`config.mk`:
```
export PLATFORM = sky130hd
export DESIGN_NAME = char_lcd_nibble_bus_writer_core_flat
export DESIGN_NICKNAME = d
export VERILOG_FILES = /design/src/cnbw_pkg.sv /design/src/cnbw_req_if.sv /design/src/cnbw_res_if.sv /design/src/cnbw_step.sv /design/src/char_lcd_nibble_bus_writer_core.sv /design/src/flat_wrapper.sv
export SDC_FILE = /design/constraint.sdc
export NUM_CORES = 1
export LEC_CHECK = 0
export ABC_AREA = 1
export BUFFER_PORTS_ARGS = -buffer_cell sky130_fd_sc_hd__buf_2
export CAP_MARGIN = 20
export CORE_MARGIN = 2
export CORE_UTILIZATION = 40
export CTS_CLUSTER_DIAMETER = 40
export DETAILED_ROUTE_END_ITERATION = 7
export GPL_ROUTABILITY_DRIVEN = 0
export GPL_TIMING_DRIVEN = 1
export PLACE_DENSITY = 0.61
export SYNTH_ARGS = -nofsm -noshare
export SYNTH_HDL_FRONTEND = slang
export SYNTH_HIERARCHICAL = 1
export SYNTH_SLANG_ARGS = --single-unit
```
`constraint.sdc`:
```
create_clock -name clk -period 3.3 [get_ports clk]
set_clock_uncertainty 0.1 [all_clocks]
set_input_delay 0.66 -clock clk [delete_from_list [all_inputs] [get_ports clk]]
set_output_delay 0.66 -clock clk [all_outputs]
set_load 0.02 [all_outputs]
```
`src/cnbw_pkg.sv`:
```
// Package for the character LCD nibble bus writer.
// Holds result record type, state record type, request and result codes.
// No dependencies.
`timescale 1ns / 1ps

package cnbw_pkg;

    // request kinds
    localparam logic [2:0] KIND_CMD_WAIT  = 3'd0;
    localparam logic [2:0] KIND_DATA_WAIT = 3'd1;
    localparam logic [2:0] KIND_DATA_NOW  = 3'd2;
    localparam logic [2:0] KIND_INIT_NIB  = 3'd3;
    localparam logic [2:0] KIND_STATUS    = 3'd4;

    // bus operations
    localparam logic [1:0] OP_REPORT = 2'd0;
    localparam logic [1:0] OP_WRITE  = 2'd1;
    localparam logic [1:0] OP_STATUS = 2'd2;

    // outcomes
    localparam logic [2:0] OC_PENDING = 3'd0;
    localparam logic [2:0] OC_DONE    = 3'd1;
    localparam logic [2:0] OC_DROPPED = 3'd2;
    localparam logic [2:0] OC_LATE    = 3'd3;
    localparam logic [2:0] OC_REJECT  = 3'd4;

    // configuration register indexes
    localparam logic CFG_POLL_LIMIT = 1'b0;
    localparam logic CFG_READBACK   = 1'b1;

    localparam int BUSY_BIT = 7;

    typedef struct packed {
        logic [1:0] bus_op;
        logic       reg_select;
        logic [3:0] nibble;
        logic [2:0] outcome;
        logic       last;
    } result_t;

    typedef struct packed {
        logic       waiting;
        logic [7:0] held_byte;
        logic       held_is_data;
        logic [7:0] polls_left;
    } state_t;

    function automatic result_t mk_result(logic [1:0] op, logic rs, logic [3:0] nib,
                                          logic [2:0] oc, logic last);
        result_t r;
        r.bus_op     = op;
        r.reg_select = rs;
        r.nibble     = nib;
        r.outcome    = oc;
        r.last       = last;
        return r;
    endfunction

endpackage

```
`src/cnbw_req_if.sv`:
```
// Request channel of the LCD nibble bus writer: kind and value.
// Standalone interface, no package dependency.
`timescale 1ns / 1ps

interface cnbw_req_if;
    logic       valid;
    logic       ready;
    logic [2:0] kind;
    logic [7:0] value;

    modport source (output valid, output kind, output value, input ready);
    modport sink   (input valid, input kind, input value, output ready);
endinterface

```
`src/cnbw_res_if.sv`:
```
// Result channel of the LCD nibble bus writer: one bus action per transfer.
// Standalone interface, no package dependency.
`timescale 1ns / 1ps

interface cnbw_res_if;
    logic       valid;
    logic       ready;
    logic [1:0] bus_op;
    logic       reg_select;
    logic [3:0] nibble;
    logic [2:0] outcome;
    logic       last;

    modport source (output valid, output bus_op, output reg_select, output nibble,
                    output outcome, output last, input ready);
    modport sink   (input valid, input bus_op, input reg_select, input nibble,
                    input outcome, input last, output ready);
endinterface

```
`src/cnbw_step.sv`:
```
// Request decoder: next wait state and up to two bus results for one request.
// Depends on cnbw_pkg.
`timescale 1ns / 1ps

module cnbw_step (
    input  logic [2:0]       kind,
    input  logic [7:0]       value,
    input  cnbw_pkg::state_t state,
    input  logic [7:0]       poll_limit,
    input  logic             readback_enable,
    output cnbw_pkg::state_t state_next,
    output logic             two_results,
    output cnbw_pkg::result_t res0,
    output cnbw_pkg::result_t res1
);
    import cnbw_pkg::*;

    always_comb
    begin
        state_next  = state;
        two_results = 1'b0;
        res0        = mk_result(OP_REPORT, 1'b0, 4'd0, OC_REJECT, 1'b1);
        res1        = mk_result(OP_WRITE, 1'b0, 4'd0, OC_DONE, 1'b1);

        if (kind == KIND_STATUS)
        begin
            priority if (!state.waiting)
            begin
                // stray status reply, keep state
            end
            else if (!value[BUSY_BIT])
            begin
                state_next.waiting = 1'b0;
                two_results = 1'b1;
                res0 = mk_result(OP_WRITE, state.held_is_data, state.held_byte[7:4],
                                 OC_PENDING, 1'b0);
                res1 = mk_result(OP_WRITE, state.held_is_data, state.held_byte[3:0],
                                 OC_DONE, 1'b1);
            end
            else if (state.polls_left <= 8'd1)
            begin
                // budget spent: data goes out anyway, commands are dropped
                state_next.waiting    = 1'b0;
                state_next.polls_left = 8'd0;
                if (state.held_is_data)
                begin
                    two_results = 1'b1;
                    res0 = mk_result(OP_WRITE, 1'b1, state.held_byte[7:4], OC_PENDING, 1'b0);
                    res1 = mk_result(OP_WRITE, 1'b1, state.held_byte[3:0], OC_LATE, 1'b1);
                end
                else
                begin
                    res0 = mk_result(OP_REPORT, 1'b0, 4'd0, OC_DROPPED, 1'b1);
                end
            end
            else
            begin
                state_next.polls_left = state.polls_left - 8'd1;
                res0 = mk_result(OP_STATUS, 1'b0, 4'd0, OC_PENDING, 1'b1);
            end
        end
        else if (!state.waiting)
        begin
            unique case (kind)
                KIND_CMD_WAIT, KIND_DATA_WAIT:
                begin
                    if (!readback_enable)
                    begin
                        two_results = 1'b1;
                        res0 = mk_result(OP_WRITE, kind[0], value[7:4], OC_PENDING, 1'b0);
                        res1 = mk_result(OP_WRITE, kind[0], value[3:0], OC_DONE, 1'b1);
                    end
                    else
                    begin
                        state_next.waiting      = 1'b1;
                        state_next.held_byte    = value;
                        state_next.held_is_data = kind[0];
                        state_next.polls_left   = (poll_limit == 8'd0) ? 8'd1 : poll_limit;
                        res0 = mk_result(OP_STATUS, 1'b0, 4'd0, OC_PENDING, 1'b1);
                    end
                end
                KIND_DATA_NOW:
                begin
                    two_results = 1'b1;
                    res0 = mk_result(OP_WRITE, 1'b1, value[7:4], OC_PENDING, 1'b0);
                    res1 = mk_result(OP_WRITE, 1'b1, value[3:0], OC_DONE, 1'b1);
                end
                KIND_INIT_NIB:
                begin
                    res0 = mk_result(OP_WRITE, 1'b0, value[3:0], OC_DONE, 1'b1);
                end
                default:
                begin
                    // unknown kinds are rejected
                end
            endcase
        end
    end

endmodule

```
`src/char_lcd_nibble_bus_writer_core.sv`:
```
// Top level of the character LCD nibble bus writer.
// Depends on cnbw_pkg, cnbw_req_if, cnbw_res_if and cnbw_step.
`timescale 1ns / 1ps

// Turns LCD requests into 4-bit bus actions. A request is decoded in the cycle
// it is accepted; its one or two results enter a four-entry result queue, and
// the queue hands out one result per cycle while res.ready is high. A request
// is taken whenever the queue has room for two results, so requests giving
// one result run at one per cycle while results are taken; byte writes are
// held back by the single result port. Waited requests (readback on) issue a
// status read, consuming status replies as later requests until busy clears
// or poll_limit replies are spent. Config writes apply from the next request.
module char_lcd_nibble_bus_writer_core (
    input  logic       clk,
    input  logic       rst_n,
    cnbw_req_if.sink   req,
    cnbw_res_if.source res,
    input  logic       cfg_we,
    input  logic       cfg_index,
    input  logic [7:0] cfg_data
);
    import cnbw_pkg::*;

    logic [7:0] poll_limit_reg;
    logic       readback_enable_reg;
    state_t     state_reg;
    state_t     state_next;

    result_t    queue_reg [4];
    logic [1:0] wr_ptr_reg;
    logic [1:0] wr_ptr_next;
    logic [1:0] rd_ptr_reg;
    logic [1:0] rd_ptr_next;
    logic [2:0] count_reg;
    logic [2:0] count_next;

    logic       push;
    logic       pop;
    logic       two_results;
    result_t    res0;
    result_t    res1;
    result_t    head;

    cnbw_step u_step (
        .kind            (req.kind),
        .value           (req.value),
        .state           (state_reg),
        .poll_limit      (poll_limit_reg),
        .readback_enable (readback_enable_reg),
        .state_next      (state_next),
        .two_results     (two_results),
        .res0            (res0),
        .res1            (res1)
    );

    assign req.ready = (count_reg <= 3'd2);
    assign push      = req.valid && req.ready;
    assign pop       = res.valid && res.ready;

    assign head           = queue_reg[rd_ptr_reg];
    assign res.valid      = (count_reg != 3'd0);
    assign res.bus_op     = head.bus_op;
    assign res.reg_select = head.reg_select;
    assign res.nibble     = head.nibble;
    assign res.outcome    = head.outcome;
    assign res.last       = head.last;

    always_comb
    begin
        wr_ptr_next = wr_ptr_reg;
        rd_ptr_next = rd_ptr_reg;
        count_next  = count_reg;
        if (push)
        begin
            wr_ptr_next = wr_ptr_reg + {1'b0, two_results} + 2'd1;
            count_next  = count_next + {2'b00, two_results} + 3'd1;
        end
        if (pop)
        begin
            rd_ptr_next = rd_ptr_reg + 2'd1;
            count_next  = count_next - 3'd1;
        end
    end

    always_ff @(posedge clk or negedge rst_n)
    begin
        if (!rst_n)
        begin
            poll_limit_reg      <= 8'd254;
            readback_enable_reg <= 1'b1;
            state_reg           <= '0;
            wr_ptr_reg          <= 2'd0;
            rd_ptr_reg          <= 2'd0;
            count_reg           <= 3'd0;
        end
        else
        begin
            if (cfg_we)
            begin
                unique case (cfg_index)
                    CFG_POLL_LIMIT: poll_limit_reg      <= cfg_data;
                    CFG_READBACK:   readback_enable_reg <= cfg_data[0];
                    default:        ;
                endcase
            end
            if (push)
            begin
                state_reg <= state_next;
            end
            wr_ptr_reg <= wr_ptr_next;
            rd_ptr_reg <= rd_ptr_next;
            count_reg  <= count_next;
        end
    end

    // result queue payload, no reset
    always_ff @(posedge clk)
    begin
        if (push)
        begin
            queue_reg[wr_ptr_reg] <= res0;
            if (two_results)
            begin
                queue_reg[wr_ptr_reg + 2'd1] <= res1;
            end
        end
    end

    a_count_bound: assert property (@(posedge clk) disable iff (!rst_n)
        count_reg <= 3'd4)
        else $error("result queue overflow");

    a_polls_nonzero: assert property (@(posedge clk) disable iff (!rst_n)
        state_reg.waiting |-> (state_reg.polls_left != 8'd0))
        else $error("waiting with empty poll budget");

    a_wait_needs_readback: assert property (@(posedge clk) disable iff (!rst_n)
        $rose(state_reg.waiting) |-> $past(readback_enable_reg))
        else $error("wait started with readback disabled");

    a_first_half_is_write: assert property (@(posedge clk) disable iff (!rst_n)
        (res.valid && !res.last) |-> (res.bus_op == OP_WRITE && count_reg >= 3'd2))
        else $error("high nibble without its low nibble queued");

endmodule
```
`src/flat_wrapper.sv`:
```
// flat-port wrapper written by rule: the top's interface ports become plain ports
module char_lcd_nibble_bus_writer_core_flat import cnbw_pkg::*;
  (clk, rst_n, cfg_we, cfg_index, cfg_data, req_valid, req_kind, req_value, req_ready, res_valid, res_bus_op, res_reg_select, res_nibble, res_outcome, res_last, res_ready);
  cnbw_req_if req_i ();
  cnbw_res_if res_i ();
  input  logic clk;
  input  logic rst_n;
  input  logic cfg_we;
  input  logic cfg_index;
  input  logic [7:0] cfg_data;
  input wire logic [$bits(req_i.valid)-1:0] req_valid;
  input wire logic [$bits(req_i.kind)-1:0] req_kind;
  input wire logic [$bits(req_i.value)-1:0] req_value;
  output wire logic [$bits(req_i.ready)-1:0] req_ready;
  output wire logic [$bits(res_i.valid)-1:0] res_valid;
  output wire logic [$bits(res_i.bus_op)-1:0] res_bus_op;
  output wire logic [$bits(res_i.reg_select)-1:0] res_reg_select;
  output wire logic [$bits(res_i.nibble)-1:0] res_nibble;
  output wire logic [$bits(res_i.outcome)-1:0] res_outcome;
  output wire logic [$bits(res_i.last)-1:0] res_last;
  input wire logic [$bits(res_i.ready)-1:0] res_ready;
  assign req_i.valid = req_valid;
  assign req_i.kind = req_kind;
  assign req_i.value = req_value;
  assign req_ready = req_i.ready;
  assign res_valid = res_i.valid;
  assign res_bus_op = res_i.bus_op;
  assign res_reg_select = res_i.reg_select;
  assign res_nibble = res_i.nibble;
  assign res_outcome = res_i.outcome;
  assign res_last = res_i.last;
  assign res_i.ready = res_ready;
  char_lcd_nibble_bus_writer_core u_core (.clk(clk), .rst_n(rst_n), .req(req_i), .res(res_i), .cfg_we(cfg_we), .cfg_index(cfg_index), .cfg_data(cfg_data));
endmodule
```
Word-level counts from Yosys, hierarchy flattened:

Memories as Yosys holds them, arrays and structs flattened.
Cells that the tools add are included.

* bits in registers: 34
* memories kept: 1
* input bits: 25
* memory bits (writable): 44

* $lt $le $gt $ge: 2
* bitwise gates (word level): 3
* equality and inequality tests: 7
* muxes and demuxes: 43
* add/sub/neg operators: 8
* reduce and logical (&&, ||, !) cells: 12

Memories
* u_core.queue_reg: depth 4, bits a word 11, rd ports 1, clocked after memory_dff 0, wr ports 2, line char_lcd_nibble_bus_writer_core.sv:29 `result_t queue_reg [4];`

Operators with widths (number)
* $mux W11: 7
* $mux W18: 3
* $mux W9: 6
* $mux W8: 5
* $pmux W11 S3: 1
* $pmux W9 S2: 1
* $mux W1: 16
* $mux W10: 1
* $le A8 B1 Y1 const B: 1
* $logic_not A8 Y1: 1
* $sub A8 B1 Y8 const B: 1
* $add A2 B1 Y2 const B: 3
* $eq A3 B2 Y1 const B: 2
* $mux W3: 2
* $reduce_and A6 Y1: 1
* $reduce_and A5 Y1: 1
* $ne A2 B2 Y1 const B: 2
* $reduce_and A2 Y1: 2
* $reduce_bool A2 Y1: 2
* $add A3 B1 Y3: 1
* $add A3 B1 Y3 const B: 1
* $eq A3 B1 Y1 const B: 1
* $eq A3 B3 Y1 const B: 1
* $le A3 B2 Y1 const B: 1
* 9 further kinds: 12

Logic depth before layout (Yosys ltp):

* word-level depth: 10
* depth in mapped cells: 21

By module:

Netlist, hierarchy kept.

By module, submodules not included
* char_lcd_nibble_bus_writer_core: seq. area each 2182.1 um^2, times used 1, cells an instance 426, area an instance 3772.4 um^2
* cnbw_step: seq. area each 0.0 um^2, times used 1, cells an instance 194, area an instance 883.3 um^2

Worst setup path after synthesis:

No wires, ideal clock.

* path kind: in2reg
* start: in req_kind[0]
* end: reg u_core.count_reg[2]
* cell stages on the path: 18
* buffers on the path: 0
* setup time: 0.117 ns
* path slack: 0.556 ns
* data arrival time: 2.528 ns
* cells stage by stage: nor2_1 nand2_1 nor3_4 nand2_2 nand2_1 inv_1 ha_1 inv_1 ha_1 inv_1 nand3_1 nand2_1 ha_1 inv_1 nor2_1 inv_1 nand2_1 nand2_1

* longest elaborated chain between the ends: 10

Ends and longest elaborated chain
* from (decl): line flat_wrapper.sv:12 `input wire logic [$bits(req_i.kind)-1:0] req_kind;`
* $eq A3 B1 Y1 / $logic_not A3 Y1 (equally long branches): line cnbw_step.sv:64 `unique case (kind)`
* $reduce_or A2 Y1: line cnbw_step.sv:64
* $pmux W1 S2: line cnbw_step.sv:64
* $mux W1: line cnbw_step.sv:62 `else if (!state.waiting)`
* $mux W1 *: line cnbw_step.sv:25 `if (kind == KIND_STATUS)`
* net u_core.two_results: line char_lcd_nibble_bus_writer_core.sv:39 `logic two_results;`
* $add A3 B1 Y3 * (2 in a row): line char_lcd_nibble_bus_writer_core.sv:76 `count_next = count_next + {2'b00, two_results} + 3'd1;`
* $mux W3 *: line char_lcd_nibble_bus_writer_core.sv:73 `if (push)`
* $sub A3 B1 Y3: line char_lcd_nibble_bus_writer_core.sv:81 `count_next = count_next - 3'd1;`
* $mux W3 *: line char_lcd_nibble_bus_writer_core.sv:78 `if (pop)`
* net u_core.count_next[2]: line char_lcd_nibble_bus_writer_core.sv:35 `logic [2:0] count_next;`
* to (signal assigned): line char_lcd_nibble_bus_writer_core.sv:112 `count_reg <= count_next;`
* to (decl): line char_lcd_nibble_bus_writer_core.sv:34 `logic [2:0] count_reg;`

The timed path passes the listed nets; every way through them passes the cells marked *.
A chain may end at the register's enable or synchronous reset.

Final worst setup path:

* start: reg u_core/state_reg[0] in the netlist's numbering
* end: reg u_core.count_reg[2]

* longest elaborated chain between the ends: 10

Ends and longest elaborated chain
* from (decl): line char_lcd_nibble_bus_writer_core.sv:26 `state_t state_reg;`
* from (signal assigned): line char_lcd_nibble_bus_writer_core.sv:108 `state_reg <= state_next;`
* $le A8 B1 Y1 *: line cnbw_step.sv:40 `else if (state.polls_left <= 8'd1)`
* $mux W1 *: line cnbw_step.sv:40
* $mux W1 *: line cnbw_step.sv:31 `else if (!value[BUSY_BIT])`
* $mux W1 *: line cnbw_step.sv:27 `priority if (!state.waiting)`
* $mux W1 *: line cnbw_step.sv:25
* net u_core.two_results: line char_lcd_nibble_bus_writer_core.sv:39
* $add A3 B1 Y3 * (2 in a row): line char_lcd_nibble_bus_writer_core.sv:76
* $mux W3 *: line char_lcd_nibble_bus_writer_core.sv:73
* $sub A3 B1 Y3: line char_lcd_nibble_bus_writer_core.sv:81
* $mux W3 *: line char_lcd_nibble_bus_writer_core.sv:78
* net u_core.count_next[2]: line char_lcd_nibble_bus_writer_core.sv:35

Marks and branches as above.

==> summary.txt <==
f_max -> 352.1 MHz
Skew-Pair Late Insertion Delay -> 340 ps
drt wl/cell -> 13.78 microns
headroom to the max-slew limit -> 38.44%
Leak -> 2.494 nW
max_cap viols -> 0
CTS tree -> built
number of global-route vias before repair -> 3887
outcome -> finished, final reports clean
nets -> 690
total CTS buffers -> 9
Adder-Cell Fraction of Synth Area -> 1.612%
root buf cell -> clkbuf_16
via count -> 4082
Post-synth ARST share -> 43.59%
Finished Cell Area -> 5240 sq um
maximum VDD drop -> 322.2 uV
site row count -> 39
Post-DP Area -> 4975 sq um
TNS Setup -> 0 ps
Tcrit/Tclk final -> 86.07%
Total Wirelength -> 11110 microns
number of warnings issued by yosys -> 6
cts-stage hold buffer count -> 0
I/O pin total -> 38
DR pass1 iterations -> 5
quantity of gates resized following cts -> 0
global-route wire length before repair -> 18520 microns
final worst path period need -> 2840 ps
worst slew pin tran -> 921.2 ps
Post-synth EDFFs -> 44
Post-Synth XOR/XNOR Area -> 0.5644%
initial antenna violation count -> 0
total grt overflow -> 0
Setup Buffers After CTS -> 0
CP Class -> register to register
compound-cell area share of the yosys netlist -> 9.997%
Netlist cell types -> 33
die span in y -> 111.9 microns
antenna diode count -> 0
Reg-to-Reg End -> u_core/count_reg[2]
clock sinks -> 78
number of flip-flops in the largest register -> 44
die width -> 111.9 microns
synthesized flop and latch total -> 78
number of routed nets with antenna violations -> 0
pwr/cell area -> 760.0 nW/um^2
RSZ-0062 raised after global routing -> no
Via density -> 5.065
largest family of logic cells by synthesized area -> simple AND/OR/NAND/NOR gates
syn avg cell area -> 7.509 sq um
Max FO, Critical Path -> 10
synthesis-to-layout area growth -> 12.55%
H-tree Lvls -> 3
largest net degree at the start of global routing -> 35
die area -> 12520 sq um
Worst R2R Setup Slack -> 460 ps
Syn Std Cell Area -> 4656 sq um
Mapped Cells -> 620
Seq/Total Area, Yosys -> 46.87%
DRC errors left -> 0
startpoint types -> register
gr usage total -> 18.59%
Post-synth top flop -> edfxtp_1
Initial Util -> 40.95%
Core Region -> 11370 sq um
final hold violation count -> 0
layout cells sized above 1 -> 14.33%
post-synthesis mux area share -> 1.693%
CTS clk-pin slew, worst paths -> 60 ps
Required @ worst endpoint -> 3430 ps
CP Capture Type -> register
R2R depth -> 21
Port-buffer cells -> 37
DRT iter0 DRCs -> 283
Detail Placement HPWL -> 7927 microns
# setup viols final -> 0
Synth Area in Simple Gates -> 31.69%
CTS max path bufs -> 2
Critical R2R Launch -> u_core/state_reg[0]
Hold WC Path Type -> primary input to asynchronous set/reset pin
CP Data Arrival Time -> 2970 ps
Final Max Slew Viols -> 0
[where the power goes]
group | switching [mW] | total (mW) | internal (mW) | leakage, nW
registers | 0.149 | 1.44 | 1.29 | 0.820
logic | 1.12 | 1.66 | 0.541 | 1.54
clock network | 0.382 | 0.885 | 0.502 | 0.131
[synthesized netlist by cell type (all sizes together) (7+ instances only)]
library cell | instances | area (sq um)
a21oi | 9 | 48.80
buf | 23 | 157.6
dfrtp | 26 | 650.6
dfstp | 8 | 210.2
edfxtp | 44 | 1321
inv | 44 | 165.2
mux2 | 7 | 78.83
nand2 | 274 | 1036
nand3 | 26 | 142.6
nor2 | 57 | 244.0
o21ai | 61 | 305.3
o22ai | 11 | 68.82
[metrics by stage]
| step | total power, mW | hold slack, ps | util [%] | instances | worst slack [ps] |
|---|---|---|---|---|---|
| after CTS | 4.010 | 328.2 | 46.09 | 806 | 462.5 |
| after global routing | 4.302 | 356.3 | 46.09 | 806 | 174.9 |
| after global placement | 3.067 | 372.1 | 43.75 | 791 | 366.0 |
| after floorplan | 2.641 | 264.4 | - | 623 | 555.9 |
| after detailed placement | 3.108 | 382.2 | 43.75 | 791 | 289.3 |
| final | 3.982 | 293.1 | 46.09 | 806 | 459.6 |
[worst max path at each step]
stage	slack [ps]	endpoint	depth (start not counted)	startpoint
CTS	460	u_core/count_reg[2]	21	u_core/state_reg[0]
detailed placement	290	u_core/count_reg[2]	19	req_kind[1]
floorplan	560	u_core/count_reg[2]	18	req_kind[0]
finish	460	u_core/count_reg[2]	21	u_core/state_reg[0]
global placement	370	u_core/count_reg[2]	19	req_kind[1]
global route	170	u_core/count_reg[2]	21	u_core/state_reg[0]
[logic make-up after synthesis]
logic type | count (synthesis)
buffers and inverters | 73
adders and majority gates | 6
AOI/OAI and AO/OA | 87
muxes | 7
and+or+nand+nor | 364
other | 2
DFF | 78
xor gates and xnor gates | 3
[per-layer routing]
metal	wire [microns]	global-route usage, %	vias up
li1	-	-	2073
met1	4871	23.09	1857
met2	5398	31.52	132
met3	609	3.974	20
met4	230	7.654	0
met5	0	0	-
[cell type report]
type | instances | area [sq um]
fill | 1142 | 6130
sequential | 78 | 2182
multi-input combinational | 472 | 2140
timing repair buffer | 53 | 305.3
clock buffer | 9 | 225.2
tap | 143 | 178.9
inverter | 45 | 168.9
clock inverter | 6 | 40.04
[critical path, stage by stage, from the launching register on]
cell and delay, ps:
dfrtp_1 400, inv_1 150, ha_1 190, inv_1 50
nand2_1 70, nand4_1 160, nand2_2 220, nand2_2 80
nand2_1 120, inv_1 80, ha_1 170, inv_1 50
ha_1 210, inv_1 50, nand3_1 90, nand2_1 80
ha_1 130, inv_1 30, nor2_1 130, inv_1 60
nand2_1 50, nand2_1 40
[cell usage in the layout (no fill, tap or decap), drive strengths merged]
cell,instances
o22ai,11
clkinvlp,1
nand3,26
a21o,1
edfxtp,44
o31ai,1
clkinv,6
a21oi,9
nand2,274
mux2,7
o211ai,2
ha,6
buf,53
conb,5
o21ai,61
nor2,57
nand4,5
xor2,3
dfstp,8
clkbuf,9
nor3,2
dfrtp,26
a31oi,2
inv,44
(Power assumes the default switching activity.)
